**src/design/gha_pkg.sv**
```systemverilog
`timescale 1ns / 1ps
// ----------------------------------------------------------------------------
// gha_pkg
// Shared types and constants of the GHASH accumulator.
// ----------------------------------------------------------------------------
package gha_pkg;

	localparam int BLOCK_W   = 128;
	localparam int HALF_W    = 64;
	localparam int COUNT_W   = 32;
	localparam int NBYTES_W  = 5;
	localparam int OP_W      = 2;
	localparam int DIGIT_W   = 8;
	localparam int DIGITS    = BLOCK_W / DIGIT_W;
	localparam int DIGIT_CNT_W = $clog2(DIGITS);
	localparam int BLOCK_BYTES = BLOCK_W / 8;

	localparam logic [OP_W-1:0] OP_ABSORB_AAD  = 2'd0;
	localparam logic [OP_W-1:0] OP_ABSORB_TEXT = 2'd1;
	localparam logic [OP_W-1:0] OP_FINISH      = 2'd2;

	localparam logic CFG_KEY_HIGH = 1'b0;
	localparam logic CFG_KEY_LOW  = 1'b1;

	localparam logic [NBYTES_W-1:0] NBYTES_MAX = 5'd16;
	localparam logic [COUNT_W-1:0]  COUNT_MAX  = 32'hFFFF_FFFF;

	// bit-reflected reduction constant, top byte 0xE1
	localparam logic [BLOCK_W-1:0] GF_REDUCE = {8'hE1, 120'd0};

	typedef struct packed {
		logic [OP_W-1:0]     operation;
		logic [HALF_W-1:0]   block_high;
		logic [HALF_W-1:0]   block_low;
		logic [NBYTES_W-1:0] valid_bytes;
	} in_item_t;

	typedef struct packed {
		logic [HALF_W-1:0] hash_high;
		logic [HALF_W-1:0] hash_low;
		logic              final_res;
	} out_item_t;

endpackage

```
**src/design/gha_if.sv**
```systemverilog
`timescale 1ns / 1ps
// ----------------------------------------------------------------------------
// gha stream interfaces
// Valid/ready channels for input blocks and hash results.
// ----------------------------------------------------------------------------
interface gha_in_if;
	import gha_pkg::*;
	logic     valid;
	logic     ready;
	in_item_t data;
	modport source (output valid, output data, input ready);
	modport sink (input valid, input data, output ready);
endinterface

interface gha_out_if;
	import gha_pkg::*;
	logic      valid;
	logic      ready;
	out_item_t data;
	modport source (output valid, output data, input ready);
	modport sink (input valid, input data, output ready);
endinterface

```
**src/design/ghash_accumulator_core.sv**
```systemverilog
`timescale 1ns / 1ps
// sequencing: a multiplying absorb or finish transaction runs every digit through the multiplier,
// then registers the result; an empty absorb or unused operation skips the multiplier
// the core takes no new transaction until the result is handed on; the GF(2^128) multiplier
// consumes 8 multiplier bits per cycle
// reset: accumulator, byte counters and hash key clear to zero, no clearing pass
// ----------------------------------------------------------------------------
// ghash_accumulator_core
// GCM GHASH engine with a digit-serial GF(2^128) multiplier.
// ----------------------------------------------------------------------------
module ghash_accumulator_core (
	input  logic                     clk,
	input  logic                     arst_n,
	gha_in_if.sink                   item,
	gha_out_if.source                result,
	input  logic                     cfg_we,
	input  logic                     cfg_index,
	input  logic [gha_pkg::HALF_W-1:0] cfg_data
);
	import gha_pkg::*;

	localparam logic ST_IDLE = 1'b0;
	localparam logic ST_BUSY = 1'b1;

	logic                   state_q;
	logic                   done_q;
	logic                   final_q;
	logic                   mul_q;
	logic [DIGIT_CNT_W-1:0] cnt_q;
	logic [BLOCK_W-1:0]     key_q;
	logic [BLOCK_W-1:0]     acc_q;
	logic [BLOCK_W-1:0]     a_q;
	logic [BLOCK_W-1:0]     v_q;
	logic [BLOCK_W-1:0]     z_q;
	logic [COUNT_W-1:0]     aad_cnt_q;
	logic [COUNT_W-1:0]     text_cnt_q;
	logic                   out_vld_q;
	out_item_t              out_q;

	logic                   accept;
	logic                   out_free;
	logic                   emit;
	logic [NBYTES_W-1:0]    n_sat;
	logic [BLOCK_W-1:0]     byte_mask;
	logic [BLOCK_W-1:0]     len_word;
	logic                   is_absorb;
	logic [COUNT_W:0]       aad_sum;
	logic [COUNT_W:0]       text_sum;
	logic [BLOCK_W-1:0]     v_nxt;
	logic [BLOCK_W-1:0]     z_nxt;
	logic [BLOCK_W-1:0]     res_val;

	assign out_free = !out_vld_q || result.ready;
	assign item.ready = (state_q == ST_IDLE);
	assign accept = item.valid && item.ready;
	assign emit = (state_q == ST_BUSY) && done_q && out_free;

	assign n_sat = (item.data.valid_bytes > NBYTES_MAX) ? NBYTES_MAX : item.data.valid_bytes;
	assign is_absorb = (item.data.operation == OP_ABSORB_AAD)
		|| (item.data.operation == OP_ABSORB_TEXT);

	always_comb begin
		for (int i = 0; i < BLOCK_BYTES; i++) begin
			byte_mask[BLOCK_W-1-8*i -: 8] = (NBYTES_W'(i) < n_sat) ? 8'hFF : 8'h00;
		end
	end

	assign len_word = {{(HALF_W-COUNT_W-3){1'b0}}, aad_cnt_q, 3'b000,
		{(HALF_W-COUNT_W-3){1'b0}}, text_cnt_q, 3'b000};

	assign aad_sum  = {1'b0, aad_cnt_q} + (COUNT_W+1)'(n_sat);
	assign text_sum = {1'b0, text_cnt_q} + (COUNT_W+1)'(n_sat);

	// one digit of the multiplier: eight shift-and-add steps
	always_comb begin
		logic [BLOCK_W-1:0] v;
		logic [BLOCK_W-1:0] z;
		v = v_q;
		z = z_q;
		for (int j = 0; j < DIGIT_W; j++) begin
			if (a_q[BLOCK_W-1-j]) begin
				z = z ^ v;
			end
			v = (v >> 1) ^ (v[0] ? GF_REDUCE : '0);
		end
		v_nxt = v;
		z_nxt = z;
	end

	assign res_val = mul_q ? z_q : acc_q;

	always_ff @(posedge clk or negedge arst_n) begin
		if (!arst_n) begin
			key_q <= '0;
		end else if (cfg_we) begin
			case (cfg_index)
				CFG_KEY_HIGH: key_q[BLOCK_W-1:HALF_W] <= cfg_data;
				CFG_KEY_LOW:  key_q[HALF_W-1:0] <= cfg_data;
				default:      key_q <= key_q;
			endcase
		end
	end

	always_ff @(posedge clk or negedge arst_n) begin
		if (!arst_n) begin
			state_q    <= ST_IDLE;
			done_q     <= 1'b0;
			final_q    <= 1'b0;
			mul_q      <= 1'b0;
			cnt_q      <= '0;
			acc_q      <= '0;
			aad_cnt_q  <= '0;
			text_cnt_q <= '0;
			out_vld_q  <= 1'b0;
		end else begin
			if (emit) begin
				out_vld_q <= 1'b1;
			end else if (result.ready) begin
				out_vld_q <= 1'b0;
			end
			case (state_q)
				ST_IDLE: begin
					if (accept) begin
						state_q <= ST_BUSY;
						cnt_q   <= '0;
						final_q <= 1'b0;
						mul_q   <= 1'b0;
						done_q  <= 1'b1;
						if (item.data.operation == OP_FINISH) begin
							final_q    <= 1'b1;
							mul_q      <= 1'b1;
							done_q     <= 1'b0;
							aad_cnt_q  <= '0;
							text_cnt_q <= '0;
						end else if (is_absorb && n_sat != '0) begin
							mul_q  <= 1'b1;
							done_q <= 1'b0;
							if (item.data.operation == OP_ABSORB_AAD) begin
								aad_cnt_q <= aad_sum[COUNT_W] ? COUNT_MAX
									: aad_sum[COUNT_W-1:0];
							end else begin
								text_cnt_q <= text_sum[COUNT_W] ? COUNT_MAX
									: text_sum[COUNT_W-1:0];
							end
						end
					end
				end
				ST_BUSY: begin
					if (!done_q) begin
						cnt_q <= cnt_q + 1'b1;
						if (cnt_q == DIGIT_CNT_W'(DIGITS-1)) begin
							done_q <= 1'b1;
						end
					end else if (out_free) begin
						state_q <= ST_IDLE;
						if (final_q) begin
							acc_q <= '0;
						end else if (mul_q) begin
							acc_q <= z_q;
						end
					end
				end
				default: state_q <= ST_IDLE;
			endcase
		end
	end

	// multiplier datapath and result payload
	always_ff @(posedge clk) begin
		if (accept) begin
			v_q <= key_q;
			z_q <= '0;
			if (item.data.operation == OP_FINISH) begin
				a_q <= acc_q ^ len_word;
			end else begin
				a_q <= acc_q ^ ({item.data.block_high, item.data.block_low} & byte_mask);
			end
		end else if (state_q == ST_BUSY && !done_q) begin
			v_q <= v_nxt;
			z_q <= z_nxt;
			a_q <= a_q << DIGIT_W;
		end
		if (emit) begin
			out_q.hash_high <= res_val[BLOCK_W-1:HALF_W];
			out_q.hash_low  <= res_val[HALF_W-1:0];
			out_q.final_res <= final_q;
		end
	end

	assign result.valid = out_vld_q;
	assign result.data  = out_q;

endmodule

```
**src/flat_wrapper.sv**
```systemverilog
// flat-port wrapper written by rule: the top's interface ports become plain ports
module ghash_accumulator_core_flat import gha_pkg::*;
  (clk, arst_n, cfg_we, cfg_index, cfg_data, item_valid, item_data, item_ready, result_valid, result_data, result_ready);
  gha_in_if item_i ();
  gha_out_if result_i ();
  input  logic clk;
  input  logic arst_n;
  input  logic cfg_we;
  input  logic cfg_index;
  input  logic [gha_pkg::HALF_W-1:0] cfg_data;
  input wire logic [$bits(item_i.valid)-1:0] item_valid;
  input wire logic [$bits(item_i.data)-1:0] item_data;
  output wire logic [$bits(item_i.ready)-1:0] item_ready;
  output wire logic [$bits(result_i.valid)-1:0] result_valid;
  output wire logic [$bits(result_i.data)-1:0] result_data;
  input wire logic [$bits(result_i.ready)-1:0] result_ready;
  assign item_i.valid = item_valid;
  assign item_i.data = item_data;
  assign item_ready = item_i.ready;
  assign result_valid = result_i.valid;
  assign result_data = result_i.data;
  assign result_i.ready = result_ready;
  ghash_accumulator_core u_core (.clk(clk), .arst_n(arst_n), .item(item_i), .result(result_i), .cfg_we(cfg_we), .cfg_index(cfg_index), .cfg_data(cfg_data));
endmodule
```
**config.mk**
```make
export PLATFORM = sky130hd
export DESIGN_NAME = ghash_accumulator_core_flat
export DESIGN_NICKNAME = d
export VERILOG_FILES = /design/src/design/gha_pkg.sv /design/src/design/gha_if.sv /design/src/design/ghash_accumulator_core.sv /design/src/flat_wrapper.sv
export SDC_FILE = /design/constraint.sdc
export NUM_CORES = 2
export LEC_CHECK = 0
export BUFFER_PORTS_ARGS = -buffer_cell sky130_fd_sc_hd__buf_2
export CAP_MARGIN = 20
export CORE_ASPECT_RATIO = 1.1
export CORE_UTILIZATION = 56
export CTS_BUF_LIST = sky130_fd_sc_hd__clkbuf_16
export DETAILED_ROUTE_END_ITERATION = 10
export HOLD_SLACK_MARGIN = 0.03
export PLACE_DENSITY_LB_ADDON = 0.12
export SETUP_SLACK_MARGIN = 0.5
export SLEW_MARGIN = 20
export SYNTH_ARGS = -nofsm -noshare
export SYNTH_HDL_FRONTEND = slang
export SYNTH_SLANG_ARGS = --single-unit
```
**constraint.sdc**
```tcl
create_clock -name clk -period 7 [get_ports clk]
set_input_delay 0.7 -clock clk [delete_from_list [all_inputs] [get_ports clk]]
set_output_delay 0.7 -clock clk [all_outputs]
set_load 0.01 [all_outputs]
```
==> impl_metrics.env <==
export IMPL_core_area_sq_um=88300
export IMPL_relSlewSlack_pct=18.0
export IMPL_drive_above_1_share_pct=14.0
export IMPL_setup_viol=0
export IMPL_synth_flop_cell="edfxtp_1"
export IMPL_synth_compound_area_share_pct=8.82
export IMPL_cp_endpoint="u_core.result.data[34]$_DFFE_PP_"
export IMPL_rsz0062_at_grt="no"
export IMPL_drt_iter0_markers=3892
export IMPL_synthCells=5626
export IMPL_clk_latency_ns=0.66
export IMPL_nNetsFinal=5863
export IMPL_path_class="flop to flop"
export IMPL_crit_chain="nand3_4, inv_4, buf_4"
export IMPL_final_max_slew_viol_count=0
export IMPL_grt_max_degree=201
export IMPL_port_buffers=335
export IMPL_clkTransAtPathRegs_ns=0.06
export IMPL_place_hpwl_um=104000
export IMPL_dieHeight_um=316
export IMPL_cts_max_path_buffers=3
export IMPL_clock_root_buffer="clkbuf_16"
export IMPL_cts_resized=0
export IMPL_routed_wl_um=151000
export IMPL_cts_sinks=842
export IMPL_die_w_um=288
export IMPL_synthSimpleGateAreaFrac_pct=18.1
export IMPL_r2r_start="u_core.state_q$_DFF_PN0_"
export IMPL_critical_path_slowest_cell="inv_4"
export IMPL_dr_pass1_iters=8
export IMPL_synthXorXnorAreaFrac_pct=18.6
export IMPL_synth_top_family_by_area="XOR/XNOR gates"
export IMPL_antenna_found_initial=2
export IMPL_start_util_pct=56.9
export IMPL_reg2reg_depth=3
export IMPL_drc=0
export IMPL_r2r_slack_ns=3.64
export IMPL_place_congestion=0.919
export IMPL_routedWlPerCell_um=22.0
export IMPL_path_max_fanout=72
export IMPL_synth_warnings=0
export IMPL_syn_area_per_cell_sq_um=8.93
export IMPL_grt_overflow_total=0
export IMPL_grt_pass1_vias=36913
export IMPL_tns_ns=0
export IMPL_die_area_sq_um=90900
export IMPL_cp_data_required_time_ns=7.29
export IMPL_via_per_inst=5.79
export IMPL_rows=114
export IMPL_synth_edf_count=385
export IMPL_finalCriticalPeriod_ns=3.36
export IMPL_critPathLaunch="u_core.state_q$_DFF_PN0_"
export IMPL_synthAdderAreaFrac_pct=0.386
export IMPL_layout_cells_non_filler=6884
export IMPL_synth_cell_types=70
export IMPL_synth_seq_cells=842
export IMPL_critPathCaptureType="flop"
export IMPL_numCtsBuffers=89
export IMPL_report_final_hold_viol_count=0
export IMPL_cpPeakStageDelay_ns=0.95
export IMPL_grt_use_total_pct=32.9
export IMPL_maxCapViolCount=0
export IMPL_ant_nets=0
export IMPL_fin_skew_ns=0.0174
export IMPL_startpoint_type="flop"
export IMPL_min_path_type="input port to flop"
export IMPL_syn_num_nets=5842
export IMPL_max_freq_ghz=0.298
export IMPL_grt_pass1_wl_um=228000
export IMPL_htreeDepth=3
export IMPL_synth_area_sq_um=50200
export IMPL_worstMarginPinSlew_ns=1.23
export IMPL_dp_cells=6714
export IMPL_cts_tree="done"
export IMPL_io_pins=336
export IMPL_synthMuxAreaShare_pct=5.84
export IMPL_cp_arrival_ns=3.65
export IMPL_synthArstFlopShare_pct=39.1
export IMPL_ys_seq_area_share_pct=44.5
export IMPL_synthToLayoutAreaGrowth_pct=9.49
export IMPL_period_share_pct=48.0
export IMPL_timing_rr_end="u_core.result.data[34]$_DFFE_PP_"
export IMPL_status="finished clean"
export IMPL_vias=39847
stage by stage:
stage	hold slack [ns]	cell area (sq um)	utilization, %	setup WS [ns]
after floorplan	0.404	50200	-	1.25
after global placement	0.465	52100	59.0	3.29
after detailed placement	0.478	52100	59.0	3.24
after CTS	0.254	55000	62.3	3.56
after global routing	0.271	55000	62.3	3.44
final	0.282	55000	62.3	3.64
registers in the layout, summed over array words and instances, names as in the netlist:
name                 flops
u_core.mul_q             1
u_core.result.data     129
u_core.z_q             128
u_core.cnt_q             4
u_core.final_q           1
u_core.a_q             128
u_core.v_q             128
u_core.acc_q           128
u_core.key_q           128
u_core.state_q           1
u_core.result.valid      1
u_core.done_q            1
u_core.text_cnt_q       32
u_core.aad_cnt_q        32
critical path, delay by kind of cell (launching register included):
family | cells | cell delay [ns]
buffers and inverters | 2 | 1.73
and+or+nand+nor | 1 | 0.55
DFF | 1 | 0.58
placed cells by master, fill, tap and decap left out, types with 48 or more instances in the layout:
cell	synthesis	routed
a21oi_1	177	177
a22oi_1	59	59
buf_2	35	334
clkbuf_16	0	95
dfrtp_1	329	327
dfxtp_1	128	128
edfxtp_1	385	385
inv_1	23	48
mux2_2	256	256
nand2_1	1742	1740
nand2b_1	133	132
nor2_1	77	76
o21ai_0	429	428
or3_1	104	104
xnor2_1	691	691
xor2_1	374	374
repair_timing:
item	4_1_cts	5_1_grt
hold buffers	1	0
hold endpoints to repair	47	0
setup buffers	0	0
worst min path at each step:
stage | from | depth (start not counted) | end | slack [ns]
after CTS | cfg_data[28] | 2 | u_core.key_q[92]$_DFFE_PN0P_ | 0.25
after global placement | u_core.z_q[15]$_SDFFE_PP0P_ | 2 | u_core.z_q[15]$_SDFFE_PP0P_ | 0.46
final | cfg_data[28] | 2 | u_core.key_q[28]$_DFFE_PN0P_ | 0.28
after detailed placement | u_core.z_q[111]$_SDFFE_PP0P_ | 2 | u_core.z_q[111]$_SDFFE_PP0P_ | 0.48
after floorplan | arst_n | 0 | u_core.aad_cnt_q[0]$_DFFE_PN0P_ | 0.40
after global routing | cfg_data[28] | 2 | u_core.key_q[28]$_DFFE_PN0P_ | 0.27
kinds of logic after synthesis:
| group | after synthesis |
|---|---|
| AOI/OAI and AO/OA | 787 |
| muxes | 261 |
| adders and majority gates | 15 |
| buffers and inverters | 475 |
| DFF | 842 |
| and+or+nand+nor | 2179 |
| xor gates and xnor gates | 1067 |
layer usage:
| layer | share of wire (%) | vias to the layer above | GRT usage (%) |
|---|---|---|---|
| met5 | 0.0079 | - | 0 |
| met4 | 4.8 | 2 | 14.7 |
| met3 | 8.7 | 280 | 5.30 |
| li1 | - | 18549 | - |
| met1 | 43 | 19308 | 47.9 |
| met2 | 43 | 1708 | 48.4 |
cell usage after synthesis, drive strengths merged, types with 59 or more instances:
| cell type | count | share of area, % |
|---|---|---|
| edfxtp | 385 | 23 |
| xnor2 | 691 | 12 |
| a22oi | 59 | 0.88 |
| buf | 60 | 0.59 |
| nand2b | 133 | 1.7 |
| nor2 | 77 | 0.58 |
| clkbuf | 392 | 2.9 |
| or3 | 104 | 1.3 |
| mux2 | 256 | 5.7 |
| xor2 | 375 | 6.6 |
| o21ai | 433 | 4.3 |
| a21oi | 177 | 1.8 |
| nand2 | 1742 | 13 |
| dfrtp | 329 | 16 |
| dfxtp | 128 | 5.1 |
cell type report:
type	count	area (sq um)
Inverter	23	92.6
Clock buffer	95	2380
Multi-Input combinational cell	4309	26100
Timing Repair Buffer	382	2120
Tap cell	1160	1450
Antenna cell	2	5.00
Clock inverter	71	504
Sequential cell	842	22400
Fill cell	7466	33300
Power is left out: the tool's default activity adds up to more than one toggle a clock period on the data nets, which glitch-free logic cannot reach.
